### src/rtl/circular_deque_macros.svh
`ifndef CIRCULAR_DEQUE_MACROS_SVH
`define CIRCULAR_DEQUE_MACROS_SVH

// Same-cycle implication, checked outside reset.
`define CDQ_ASSERT_NOW(label, clk, rst_n, ante, cons, msg) \
    label: assert property (@(posedge clk) disable iff (!rst_n) (ante) |-> (cons)) \
        else $error(msg);

// Next-cycle implication, checked outside reset.
`define CDQ_ASSERT_NEXT(label, clk, rst_n, ante, cons, msg) \
    label: assert property (@(posedge clk) disable iff (!rst_n) (ante) |=> (cons)) \
        else $error(msg);

`endif

### src/rtl/cdq_pkg.sv
package cdq_pkg;

    localparam int DEPTH_DEFAULT = 16;
    localparam int DATA_W        = 32;

    localparam logic [2:0] OP_PUSH_FRONT = 3'd0;
    localparam logic [2:0] OP_PUSH_REAR  = 3'd1;
    localparam logic [2:0] OP_POP_FRONT  = 3'd2;
    localparam logic [2:0] OP_POP_REAR   = 3'd3;
    localparam logic [2:0] OP_LIST_FWD   = 3'd4;
    localparam logic [2:0] OP_LIST_REV   = 3'd5;

    localparam logic [1:0] ST_OK    = 2'd0;
    localparam logic [1:0] ST_FULL  = 2'd1;
    localparam logic [1:0] ST_EMPTY = 2'd2;

    typedef struct packed {
        logic [2:0]               op;
        logic signed [DATA_W-1:0] value;
    } req_t;

    typedef struct packed {
        logic [1:0]               status;
        logic signed [DATA_W-1:0] data;
        logic                     last;
    } rsp_t;

    // Classified command handed from front to back.
    typedef struct packed {
        logic                     is_push;
        logic                     is_pop;
        logic                     is_list;
        logic                     at_front;
        logic signed [DATA_W-1:0] value;
    } cmd_t;

endpackage

### src/rtl/cdq_ram.sv
module cdq_ram #(
    parameter int WIDTH = 32,
    parameter int DEPTH = 16
) (
    input  logic                     clk,
    input  logic                     wr_en,
    input  logic [$clog2(DEPTH)-1:0] wr_addr,
    input  logic [WIDTH-1:0]         wr_data,
    input  logic [$clog2(DEPTH)-1:0] rd_addr,
    output logic [WIDTH-1:0]         rd_data
);

    logic [WIDTH-1:0] mem [DEPTH];

    always_ff @(posedge clk)
    begin
        if (wr_en)
        begin
            mem[wr_addr] <= wr_data;
        end
        rd_data <= mem[rd_addr];
    end

endmodule

### src/rtl/cdq_front.sv
module cdq_front (
    input  logic          clk,
    input  logic          rst_n,
    input  logic          req_valid,
    output logic          req_ready,
    input  cdq_pkg::req_t req,
    output logic          cmd_valid,
    input  logic          cmd_ready,
    output cdq_pkg::cmd_t cmd
);
    import cdq_pkg::*;

    cmd_t       entry_reg [2];
    logic [1:0] count_reg, count_next;
    logic       wr_ptr_reg, rd_ptr_reg;
    cmd_t       cmd_in;
    logic       op_known;
    logic       push_q, pop_q;

    always_comb
    begin
        cmd_in.is_push  = (req.op == OP_PUSH_FRONT) || (req.op == OP_PUSH_REAR);
        cmd_in.is_pop   = (req.op == OP_POP_FRONT) || (req.op == OP_POP_REAR);
        cmd_in.is_list  = (req.op == OP_LIST_FWD) || (req.op == OP_LIST_REV);
        cmd_in.at_front = (req.op == OP_PUSH_FRONT) || (req.op == OP_POP_FRONT)
                          || (req.op == OP_LIST_FWD);
        cmd_in.value    = req.value;
        op_known        = cmd_in.is_push || cmd_in.is_pop || cmd_in.is_list;
    end

    assign req_ready = (count_reg != 2'd2);
    assign cmd_valid = (count_reg != 2'd0);
    assign cmd       = entry_reg[rd_ptr_reg];

    // Drop unknown opcodes: they produce no response.
    assign push_q = req_valid && req_ready && op_known;
    assign pop_q  = cmd_valid && cmd_ready;

    always_comb
    begin
        count_next = count_reg;
        if (push_q && !pop_q)
        begin
            count_next = count_reg + 2'd1;
        end
        else if (pop_q && !push_q)
        begin
            count_next = count_reg - 2'd1;
        end
    end

    always_ff @(posedge clk or negedge rst_n)
    begin
        if (!rst_n)
        begin
            count_reg  <= 2'd0;
            wr_ptr_reg <= 1'b0;
            rd_ptr_reg <= 1'b0;
        end
        else
        begin
            count_reg <= count_next;
            if (push_q)
            begin
                wr_ptr_reg <= ~wr_ptr_reg;
            end
            if (pop_q)
            begin
                rd_ptr_reg <= ~rd_ptr_reg;
            end
        end
    end

    always_ff @(posedge clk)
    begin
        if (push_q)
        begin
            entry_reg[wr_ptr_reg] <= cmd_in;
        end
    end

endmodule

### src/rtl/cdq_back.sv
`include "circular_deque_macros.svh"

module cdq_back #(
    parameter int DEPTH = cdq_pkg::DEPTH_DEFAULT
) (
    input  logic          clk,
    input  logic          rst_n,
    input  logic          cmd_valid,
    output logic          cmd_ready,
    input  cdq_pkg::cmd_t cmd,
    output logic          rsp_valid,
    input  logic          rsp_ready,
    output cdq_pkg::rsp_t rsp
);
    import cdq_pkg::*;

    localparam int IW = $clog2(DEPTH);
    localparam int CW = $clog2(DEPTH + 1);
    localparam logic [IW-1:0] LAST_IDX = IW'(DEPTH - 1);

    localparam logic [1:0] S_IDLE  = 2'd0;
    localparam logic [1:0] S_FETCH = 2'd1;
    localparam logic [1:0] S_SEND  = 2'd2;

    logic [1:0]    state_reg, state_next;
    logic [IW-1:0] head_reg, head_next;
    logic [IW-1:0] tail_reg, tail_next;
    logic          empty_reg, empty_next;
    logic [IW-1:0] rd_addr_reg, rd_addr_next;
    logic [CW-1:0] remain_reg, remain_next;
    logic          fwd_reg, fwd_next;
    logic          out_valid_reg, out_valid_next;
    rsp_t          out_reg, out_next;

    logic              out_free;
    logic              load_out;
    logic              wr_en;
    logic [IW-1:0]     wr_addr;
    logic [DATA_W-1:0] rd_data;
    logic [IW-1:0]     head_inc, head_dec, tail_inc, tail_dec, addr_inc, addr_dec;
    logic              full;
    logic [CW-1:0]     head_w, tail_w, held;

    assign head_inc = (head_reg == LAST_IDX) ? '0 : head_reg + IW'(1);
    assign head_dec = (head_reg == '0) ? LAST_IDX : head_reg - IW'(1);
    assign tail_inc = (tail_reg == LAST_IDX) ? '0 : tail_reg + IW'(1);
    assign tail_dec = (tail_reg == '0) ? LAST_IDX : tail_reg - IW'(1);
    assign addr_inc = (rd_addr_reg == LAST_IDX) ? '0 : rd_addr_reg + IW'(1);
    assign addr_dec = (rd_addr_reg == '0) ? LAST_IDX : rd_addr_reg - IW'(1);

    assign full   = !empty_reg && (tail_inc == head_reg);
    assign head_w = CW'(head_reg);
    assign tail_w = CW'(tail_reg);
    // Elements held, wrapping around the ring.
    assign held   = (tail_reg >= head_reg) ? tail_w - head_w + CW'(1)
                                           : tail_w + CW'(DEPTH) - head_w + CW'(1);

    assign out_free  = !out_valid_reg || rsp_ready;
    assign rsp_valid = out_valid_reg;
    assign rsp       = out_reg;

    always_comb
    begin
        state_next   = state_reg;
        head_next    = head_reg;
        tail_next    = tail_reg;
        empty_next   = empty_reg;
        rd_addr_next = rd_addr_reg;
        remain_next  = remain_reg;
        fwd_next     = fwd_reg;
        out_next     = out_reg;
        load_out     = 1'b0;
        cmd_ready    = 1'b0;
        wr_en        = 1'b0;
        wr_addr      = '0;

        unique case (state_reg)
            S_IDLE:
            begin
                if (cmd_valid && out_free)
                begin
                    cmd_ready = 1'b1;
                    if (cmd.is_push)
                    begin
                        load_out = 1'b1;
                        if (full)
                        begin
                            out_next = '{status: ST_FULL, data: '0, last: 1'b1};
                        end
                        else
                        begin
                            out_next = '{status: ST_OK, data: '0, last: 1'b1};
                            wr_en    = 1'b1;
                            if (empty_reg)
                            begin
                                head_next  = '0;
                                tail_next  = '0;
                                empty_next = 1'b0;
                                wr_addr    = '0;
                            end
                            else if (cmd.at_front)
                            begin
                                head_next = head_dec;
                                wr_addr   = head_dec;
                            end
                            else
                            begin
                                tail_next = tail_inc;
                                wr_addr   = tail_inc;
                            end
                        end
                    end
                    else if (empty_reg)
                    begin
                        load_out = 1'b1;
                        out_next = '{status: ST_EMPTY, data: '0, last: 1'b1};
                    end
                    else
                    begin
                        rd_addr_next = cmd.at_front ? head_reg : tail_reg;
                        fwd_next     = cmd.at_front;
                        state_next   = S_FETCH;
                        if (cmd.is_list)
                        begin
                            remain_next = held;
                        end
                        else
                        begin
                            remain_next = CW'(1);
                            if (head_reg == tail_reg)
                            begin
                                empty_next = 1'b1;
                                head_next  = '0;
                                tail_next  = '0;
                            end
                            else if (cmd.at_front)
                            begin
                                head_next = head_inc;
                            end
                            else
                            begin
                                tail_next = tail_dec;
                            end
                        end
                    end
                end
            end
            S_FETCH:
            begin
                state_next = S_SEND;
            end
            S_SEND:
            begin
                if (out_free)
                begin
                    load_out = 1'b1;
                    out_next = '{status: ST_OK, data: rd_data,
                                 last: (remain_reg == CW'(1))};
                    if (remain_reg == CW'(1))
                    begin
                        state_next = S_IDLE;
                    end
                    else
                    begin
                        remain_next  = remain_reg - CW'(1);
                        rd_addr_next = fwd_reg ? addr_inc : addr_dec;
                        state_next   = S_FETCH;
                    end
                end
            end
            default:
            begin
                state_next = S_IDLE;
            end
        endcase

        out_valid_next = load_out || (out_valid_reg && !rsp_ready);
    end

    cdq_ram #(
        .WIDTH (DATA_W),
        .DEPTH (DEPTH)
    ) u_ram (
        .clk     (clk),
        .wr_en   (wr_en),
        .wr_addr (wr_addr),
        .wr_data (cmd.value),
        .rd_addr (rd_addr_reg),
        .rd_data (rd_data)
    );

    always_ff @(posedge clk or negedge rst_n)
    begin
        if (!rst_n)
        begin
            state_reg     <= S_IDLE;
            head_reg      <= '0;
            tail_reg      <= '0;
            empty_reg     <= 1'b1;
            out_valid_reg <= 1'b0;
        end
        else
        begin
            state_reg     <= state_next;
            head_reg      <= head_next;
            tail_reg      <= tail_next;
            empty_reg     <= empty_next;
            out_valid_reg <= out_valid_next;
        end
    end

    always_ff @(posedge clk)
    begin
        rd_addr_reg <= rd_addr_next;
        remain_reg  <= remain_next;
        fwd_reg     <= fwd_next;
        out_reg     <= out_next;
    end

    `CDQ_ASSERT_NOW(a_empty_ptrs_zero, clk, rst_n, empty_reg,
        (head_reg == '0) && (tail_reg == '0), "empty deque with nonzero pointers")
    `CDQ_ASSERT_NOW(a_send_addr_stable, clk, rst_n, state_reg == S_SEND,
        $stable(rd_addr_reg), "read address moved while data is pending")
    `CDQ_ASSERT_NEXT(a_fetch_to_send, clk, rst_n, state_reg == S_FETCH,
        (state_reg == S_SEND) && (remain_reg != '0), "fetch not followed by send")

endmodule

### src/rtl/circular_deque.sv
// Double-ended queue of DEPTH 32-bit words held in a ring.
// Request channel (req_valid/req_ready/req): op and value; op 0/1 push at
// front/rear, 2/3 pop front/rear, 4/5 list front-to-rear/rear-to-front.
// Unknown opcodes are consumed and produce no response.
// Response channel (rsp_valid/rsp_ready/rsp): status, data, last. Pushes and
// refused operations give one response; pops give one with the removed word;
// listings give one response per held word with last set on the final one.
// A two-entry command queue decouples request intake from execution, so up to
// two requests are taken while the executer is busy or the response is stalled.
// Pushes and refusals are answered from the idle state via the output register;
// pops and listings pass a fetch and a send state per word, set by the registered
// read of the ring memory. Pushes and refusals sustain one transaction per cycle
// while the response is not stalled; a pop or listing holds off further commands.
// A stalled response holds in the output register; execution waits for it.
// Reset empties the deque and drops queued requests; no clearing pass is run.
module circular_deque #(
    parameter int DEPTH = cdq_pkg::DEPTH_DEFAULT
) (
    input  logic          clk,
    input  logic          rst_n,
    input  logic          req_valid,
    output logic          req_ready,
    input  cdq_pkg::req_t req,
    output logic          rsp_valid,
    input  logic          rsp_ready,
    output cdq_pkg::rsp_t rsp
);
    import cdq_pkg::*;

    logic cmd_valid;
    logic cmd_ready;
    cmd_t cmd;

    cdq_front u_front (
        .clk       (clk),
        .rst_n     (rst_n),
        .req_valid (req_valid),
        .req_ready (req_ready),
        .req       (req),
        .cmd_valid (cmd_valid),
        .cmd_ready (cmd_ready),
        .cmd       (cmd)
    );

    cdq_back #(
        .DEPTH (DEPTH)
    ) u_back (
        .clk       (clk),
        .rst_n     (rst_n),
        .cmd_valid (cmd_valid),
        .cmd_ready (cmd_ready),
        .cmd       (cmd),
        .rsp_valid (rsp_valid),
        .rsp_ready (rsp_ready),
        .rsp       (rsp)
    );

endmodule

### config.mk
export PLATFORM = sky130hd
export DESIGN_NAME = circular_deque
export DESIGN_NICKNAME = d
export VERILOG_FILES = /design/src/rtl/cdq_pkg.sv /design/src/rtl/cdq_ram.sv /design/src/rtl/cdq_front.sv /design/src/rtl/cdq_back.sv /design/src/rtl/circular_deque.sv
export VERILOG_INCLUDE_DIRS = /design/src /design/src/rtl
export SDC_FILE = /design/constraint.sdc
export NUM_CORES = 1
export LEC_CHECK = 0
export BUFFER_PORTS_ARGS = -buffer_cell sky130_fd_sc_hd__buf_4
export CAP_MARGIN = 20
export CORE_AREA = 4 4 200 251
export CTS_BUF_LIST = sky130_fd_sc_hd__clkbuf_8
export CTS_CLUSTER_DIAMETER = 120
export DETAILED_ROUTE_END_ITERATION = 12
export DIE_AREA = 0 0 204 255
export PLACE_DENSITY_LB_ADDON = 0.08
export SETUP_SLACK_MARGIN = 0.4
export SLEW_MARGIN = 30
export SYNTH_ARGS = -nofsm -noshare
export SYNTH_HDL_FRONTEND = slang
export SYNTH_SLANG_ARGS = --single-unit
### constraint.sdc
create_clock -name clk -period 10.1 [get_ports clk]
set_input_delay 1.515 -clock clk [delete_from_list [all_inputs] [get_ports clk]]
set_output_delay 1.515 -clock clk [all_outputs]
set_load 0.01 [all_outputs]
==> impl_metrics.csv, run 1 <==
group,metric,value,unit
status,result_of_the_run,"finished clean",
critical_path,worst-endpoint-arrival,4.56,ns
floorplanning,fp.dieArea,0.0520,mm2
finish,most-common-layout-cells,"627 x sky130_fd_sc_hd__edfxtp_1, 161 x sky130_fd_sc_hd__mux4_2, 112 x sky130_fd_sc_hd__clkbuf_8",
placed_design,preCtsSetupSlack,5.53,ns
sta,final-hold-violation-count,0,
pwr,vdd.ir_drop.worst,0.000286,V
finish,post_layout_nonfiller_instances,2080,
pwr,internal_power_summed_over_all_cells,5.97,mW
yosys,yosys-top-cells-area,"sky130_fd_sc_hd__edfxtp_1 72%, sky130_fd_sc_hd__mux4_2 14%, sky130_fd_sc_hd__dfxtp_1 2.5%",
clock_tree,cts_buffers,101,
yosys,synth_fp_nets,1260,
pwr,powerDensity,296,mW/mm2
global_routing,grt_start_max_net_pins,102,
sta,worst_slew_pin_slew,0.914,ns
pwr,net-switching-power,2.71,mW
min_path,holdPathEnd,"u_back.rsp[6]",
placed_design,portBuffers,75,
sta,setup_repair_after_global_routing_missed_its_margin,"no",
global_routing,grt_use_met1,26.3,%
global_routing,antenna_found_initial,1,
sta,final.min_clock_period,4.23,ns
clock_tree,cts_tree,"built",
yosys,post_synth_num_cell_types,59,
finish,largest_reg_flops,512,
finish,layout-drive-gt1-share,31.8,%
floorplanning,start_util,54.3,%
clock_tree,clkTransAtPathRegs,0.06,ns
critical_path,timing.reg2reg.worst_path_depth,8,
detailed_routing,drtIter0Drc,829,
sta,slew_violations,0,
flow_run,timing.max_cap.violations,0,
detailed_routing,antenna_left,0,
yosys,synth_area_leader_cell,"sky130_fd_sc_hd__edfxtp_1",
global_routing,first_global_vias,12700,
critical_path,regToRegStartpoint,"u_front.rd_ptr_reg",
yosys,synth.top_cell.area_share,72.4,%
detailed_routing,drt_drc_violations_left,0,
global_routing,grt_use_total,20.1,%
yosys,synth.ff_latch_count,675,
critical_path,startpoint_type,"flip-flop",
critical_path,critPathLaunch,"u_front.rd_ptr_reg",
sta,fin_worst_setup_slack,5.87,ns
finish,layout_commonest_cell,"sky130_fd_sc_hd__edfxtp_1",
min_path,holdCritStartpoint,"u_back.u_ram.rd_data[5]",
min_path,worstHoldPathType,"flip-flop to flip-flop",
yosys,ys_dominant_reg_cell,"sky130_fd_sc_hd__edfxtp_1",
pwr,static-leakage-power,9.70,nW
pwr,power.share.combinational,31.6,%
sta,hold-worst-slack,0.497,ns
critical_path,crit_type,"flip-flop to flip-flop",
yosys,synth_compound_area_share,1.78,%
sta,achievable-frequency,236,MHz
sta,finalCritPeriodShare,41.9,%
detailed_routing,dr_vias,12000,
clock_tree,clock_tree.htree_level_count,3,
global_routing,global_route.usage.met3,3.24,%
critical_path,crit_fanout,37,
sta,clock_skew,0.0355,ns
floorplanning,die_height,255,um
sta,maxSlewHeadroom,39.1,%
yosys,synth.cell_area,0.0260,mm2
floorplanning,placementRows,90,
global_routing,grt-busiest-layer,"met2",
clock_tree,clk_path_buf_depth,3,
clock_tree,post_cts_resize_count,0,
pwr,seq_power_share,45.2,%
yosys,yosys.area_share.xor_xnor,0.573,%
critical_path,worst_r2r_endpoint,"u_back.u_ram.mem[10][22]",
placed_design,placed_cell_area,0.0274,mm2
yosys,syn-mean-instance-area,21.6,um2
sta,setup-tns-final,0,ns
placed_design,finalWeightedCongestion,0.865,
detailed_routing,drt_wl_total,51.0,mm
critical_path,worst_setup_path_end_kind,"flip-flop",
yosys,synth-edff-count,627,
detailed_routing,post_detailed_route_wirelength_per_cell,24.5,um
critical_path,timing.reg2reg.setup_slack,5.87,ns
finish,area_growth,12.8,%
global_routing,grt_util_met2,34.9,%
yosys,synthAdderAreaFrac,1.02,%
yosys,synthMuxAreaShare,16.0,%
detailed_routing,dr.pass1.iters,5,
placed_design,placed_cell_count,1891,
floorplanning,die-width,204,um
placed_design,hpwl_reported_at_the_end_of_detailed_placement,27.6,mm
yosys,ys_warn_count,0,
clock_tree,holdBufCountCts,0,
global_routing,global_route_wire_length_before_repair,77.7,mm
clock_tree,clk-insertion-delay-late,0.69,ns
clock_tree,clk_root_buffer_cell,"sky130_fd_sc_hd__clkbuf_8",
finish,stdcell_area,0.0293,mm2
floorplanning,core_area,0.0479,mm2
clock_tree,clkSinkCount,675,
pwr,p_sw_share,31.2,%
yosys,synthesis.instances,1201,
detailed_routing,vias_per_cell,5.76,
yosys,synth_simple_gate_area_share,2.87,%
yosys,synth-async-reset-ratio,2.37,%
pwr,power_frac_clock,23.3,%
yosys,main_combinational_cell_family_by_area_after_synthesis,"multiplexers",
global_routing,grt_overflow,0,
yosys,ys_seq_area_share,76.4,%
sta,setup_failing_eps_final,0,
floorplanning,io_pins,76,
finish,design.final.nets,1410,
min_path,worst_hold_path.num_cells,1,
critical_path,cp_data_required_time,10.43,ns
clock_tree,cts_setup_buffers,0,
cells in the mapped netlist, types with 3 or more instances:
library cell / n
sky130_fd_sc_hd__nand2_1: 14
sky130_fd_sc_hd__dfrtp_1: 15
sky130_fd_sc_hd__and2_1: 37
sky130_fd_sc_hd__a21oi_1: 14
sky130_fd_sc_hd__ha_1: 18
sky130_fd_sc_hd__nor2_1: 33
sky130_fd_sc_hd__nand3_1: 7
sky130_fd_sc_hd__nand2b_1: 8
sky130_fd_sc_hd__a31oi_1: 7
sky130_fd_sc_hd__buf_1: 8
sky130_fd_sc_hd__mux2_2: 35
sky130_fd_sc_hd__o21a_1: 3
sky130_fd_sc_hd__nand4_1: 4
sky130_fd_sc_hd__xor2_1: 5
sky130_fd_sc_hd__nand3b_1: 3
sky130_fd_sc_hd__o31ai_1: 3
sky130_fd_sc_hd__a22oi_1: 4
sky130_fd_sc_hd__dfxtp_1: 32
sky130_fd_sc_hd__mux4_2: 161
sky130_fd_sc_hd__buf_4: 4
sky130_fd_sc_hd__mux2i_1: 6
sky130_fd_sc_hd__inv_1: 18
sky130_fd_sc_hd__edfxtp_1: 627
sky130_fd_sc_hd__a211oi_1: 3
sky130_fd_sc_hd__nor2b_1: 5
sky130_fd_sc_hd__o21ai_0: 14
sky130_fd_sc_hd__or3_1: 3
sky130_fd_sc_hd__a21o_1: 4
sky130_fd_sc_hd__o211ai_1: 5
sky130_fd_sc_hd__buf_6: 3
sky130_fd_sc_hd__xnor2_1: 12
sky130_fd_sc_hd__nor3_1: 10
sky130_fd_sc_hd__buf_2: 14
sky130_fd_sc_hd__o22ai_1: 3
sky130_fd_sc_hd__clkbuf_1: 25
sky130_fd_sc_hd__nand4b_1: 3
layout make-up:
cell class / instances / area (um2)
Sequential cell: 675 / 19900
Fill cell: 3434 / 18500
Multi-Input combinational cell: 451 / 5910
Clock buffer: 112 / 1540
Tap cell: 644 / 806
Timing Repair Buffer: 102 / 783
Clock inverter: 75 / 329
Inverter: 20 / 75.1
Antenna cell: 1 / 2.50
how the worst max path moves through the flow:
stage | depth (start not counted) | slack [ns] | end
after floorplan | 6 | 4.16 | u_back.u_ram.mem[2][0]
after global placement | 8 | 5.49 | u_back.u_ram.mem[10][20]
after detailed placement | 8 | 5.53 | u_back.u_ram.mem[10][19]
after CTS | 8 | 5.80 | u_back.u_ram.mem[10][28]
after global routing | 8 | 5.57 | u_back.u_ram.mem[10][28]
final | 8 | 5.87 | u_back.u_ram.mem[10][22]
stage by stage:
stage	utilization, %	power, mW
global placement	57.3	6.73
finish	61.3	8.68
floorplan	-	5.89
CTS	61.2	8.82
global route	61.3	9.17
detailed placement	57.3	6.79
worst max-delay path: stages, from the launching register on:
cell                       delay, ns
sky130_fd_sc_hd__dfrtp_2        0.34
sky130_fd_sc_hd__buf_4          0.56
sky130_fd_sc_hd__mux2i_4        0.43
sky130_fd_sc_hd__inv_2          0.20
sky130_fd_sc_hd__mux2i_4        0.25
sky130_fd_sc_hd__nor2_2         0.31
sky130_fd_sc_hd__nand4b_1       0.38
sky130_fd_sc_hd__nor3b_2        0.85
sky130_fd_sc_hd__buf_4          0.53
layer usage:
layer  wire, um  vias up
li1           -     5264
met1      20800     6385
met2      27100      268
met3       2040       73
met4       1110        0
met5          0        -
cell families (layout without fill, tap and decap cells):
| group | after synthesis | in the layout |
|---|---|---|
| xor+xnor | 17 | 17 |
| mux | 207 | 207 |
| simple gates | 137 | 137 |
| buf+inv | 75 | 309 |
| fa+ha+maj | 20 | 20 |
| flops | 675 | 675 |
| other cells | 0 | 1 |
| compound gates | 70 | 70 |
power groups by stage:
stage	Sequential, mW	Combinational [mW]	Clock (mW)
after detailed placement	3.98	2.81	0
after floorplan	3.96	1.93	0
after CTS	3.92	2.82	2.08
after global placement	3.96	2.77	0
after global routing	3.96	3.00	2.22
final	3.92	2.74	2.02
Note: power is estimated with default switching activity, not from simulation.
==> run 2: changes to the inputs <==
clock period = 3.4 ns   (was 10.1 ns; I/O delays follow)
==> run 2 against run 1 <==
Worst hold slack lost 0.38 ns. Worst setup slack got worse by 5.3 ns. Fmax rose by 49%. Sequential power grew to 3.0 times the previous value. Count of clock-buffer cells in the layout is 6 higher. Critical path type unchanged. Largest power group unchanged. Combinational power rose to 3.2 times the previous value. Sequential cell count stayed put. Final area up 3.6%. Sequential share of layout area down 2.4 points. Clock power grew to 3.1 times the previous value.
==> impl_metrics.csv, run 2 (synthesized netlist as in run 1, its figures left out) <==
group,metric,value,unit
global_routing,grt_use_total,20.7,%
clock_tree,clk_root_buffer_cell,"sky130_fd_sc_hd__clkbuf_8",
sta,finalCritPeriodShare,83.4,%
global_routing,antenna_found_initial,1,
floorplanning,placementRows,90,
placed_design,hpwl_reported_at_the_end_of_detailed_placement,30.3,mm
critical_path,path_cells,"ha_1 -> nand2b_1 -> o2111ai_1 -> nand4_1 -> nand3_4 -> nor4_4 -> buf_12",
finish,layout-drive-gt1-share,33.7,%
flow_run,timing.max_cap.violations,0,
pwr,powerDensity,879,mW/mm2
status,result_of_the_run,"finished clean",
floorplanning,die-width,204,um
finish,post_layout_nonfiller_instances,2137,
pwr,vdd.ir_drop.worst,0.000467,V
sta,clock_skew,0.0306,ns
critical_path,crit_type,"flip-flop to flip-flop",
sta,setup-tns-final,0,ns
clock_tree,cts_tree,"built",
critical_path,timing.critical_path.slowest_cell_delay,0.54,ns
detailed_routing,drtIter0Drc,872,
detailed_routing,antenna_left,0,
finish,area_growth,16.9,%
clock_tree,clock_tree.htree_level_count,3,
finish,nFillCells,3271,
global_routing,grt_overflow,0,
sta,final-hold-violation-count,0,
sta,achievable-frequency,353,MHz
critical_path,cp_data_required_time,3.76,ns
detailed_routing,drt_drc_violations_left,0,
critical_path,worst_setup_path_end_kind,"flip-flop",
sta,worst_slew_pin_slew,1.04,ns
placed_design,placed_cell_count,1916,
sta,final.min_clock_period,2.83,ns
floorplanning,core_area,0.0479,mm2
detailed_routing,vias_per_cell,5.69,
floorplanning,io_pins,76,
sta,hold-worst-slack,0.121,ns
finish,design.final.nets,1467,
global_routing,grt_start_max_net_pins,40,
placed_design,portBuffers,75,
global_routing,first_global_vias,13100,
floorplanning,fp.dieArea,0.0520,mm2
sta,slew_violations,0,
clock_tree,clkSinkCount,675,
sta,setup_failing_eps_final,0,
detailed_routing,dr.pass1.iters,5,
critical_path,worst-endpoint-arrival,3.20,ns
detailed_routing,drt_wl_total,52.3,mm
finish,most-common-layout-cells,"627 x sky130_fd_sc_hd__edfxtp_1, 161 x sky130_fd_sc_hd__mux4_2, 118 x sky130_fd_sc_hd__clkbuf_8",
finish,post-route-util,63.5,%
placed_design,finalWeightedCongestion,0.884,
critical_path,cp_num_buf_inv,1,
clock_tree,clk_path_buf_depth,3,
critical_path,crit_fanout,24,
detailed_routing,dr_vias,12200,
min_path,worstHoldPathType,"input port to flip-flop",
finish,layout_commonest_cell,"sky130_fd_sc_hd__edfxtp_1",
pwr,static-leakage-power,10.1,nW
floorplanning,die_height,255,um
critical_path,cpLargestDelayFamily,"simple AND/OR/NAND/NOR gates",
sta,maxSlewHeadroom,30.4,%
floorplanning,start_util,54.3,%
critical_path,worst_path_max_delay_cell,"sky130_fd_sc_hd__dfrtp_1",
finish,largest_reg_flops,512,
clock_tree,clk-insertion-delay-late,0.69,ns
clock_tree,clkTransAtPathRegs,0.07,ns
detailed_routing,post_detailed_route_wirelength_per_cell,24.5,um
sta,setup_repair_after_global_routing_missed_its_margin,"no",
clock_tree,cts_buffers,98,
global_routing,global_route_wire_length_before_repair,79.6,mm
critical_path,startpoint_type,"flip-flop",
-- run 2: routing by layer --
metal  vias to the layer above  share of wire, %  wire (um)  track usage, %
li1                       5393                 -          -               -
met1                      6426                42      21700            27.8
met2                       274                53      27500            35.9
met3                        64               4.1       2170            3.10
met4                         0               1.7        867            6.07
met5                         -                 0          0               0
-- run 2: final timing paths --
| path | start | endpoint | slack (ns) | cells after the start |
|---|---|---|---|---|
| max | u_back.tail_reg[1] | u_back.u_ram.mem[2][23] | 0.57 | 7 |
| min | req[32] | u_front.entry_reg[0][32] | 0.12 | 2 |
| max reg2reg | u_back.tail_reg[1] | u_back.u_ram.mem[2][23] | 0.57 | 7 |
| min reg2reg | u_back.u_ram.rd_data[4] | u_back.rsp[5] | 0.49 | 1 |
| max in group asynchronous | rst_n | u_back.empty_reg | 2.89 | 2 |
| min in group asynchronous | rst_n | u_back.tail_reg[1] | 0.24 | 2 |
-- run 2: layout make-up --
class	count	area (um2)	share of cell area (%)
timing repair buffer	162	1640	5.41
tap	644	806	2.65
sequential	675	19900	65.4
multi-input combinational	451	6040	19.9
clock buffer	118	1620	5.35
clock inverter	66	313	1.03
inverter	20	82.6	0.272
antenna	1	2.50	0.00824
-- run 2: what timing repair did --
| item | 4_1_cts | 5_1_grt |
|---|---|---|
| buffers inserted | 2 | 1 |
| hold buffers | 33 | 0 |
| endpoints found under the hold margin | 80 | 0 |
| resized for setup | 1 | 2 |
| pin swaps | 1 | 1 |
| endpoints found under the setup margin | 96 | 60 |
-- run 2: where the power goes --
group | leakage, nW | switching, mW | total, mW | internal, mW
Clock | 1.13 | 2.96 | 6.20 | 3.23
Sequential | 6.15 | 0.546 | 11.7 | 11.2
Combinational | 2.85 | 4.78 | 8.76 | 3.98
Total | 10.1 | 8.29 | 26.7 | 18.4
-- run 2: per-stage QoR --
step	total power, mW	setup slack (ns)	instance area [um2]
finish	26.7	0.565	30400
floorplan	17.8	0.318	26200
detailed placement	20.8	0.262	28100
global placement	20.6	0.335	28100
global route	28.1	0.399	30400
CTS	27.1	0.531	30400
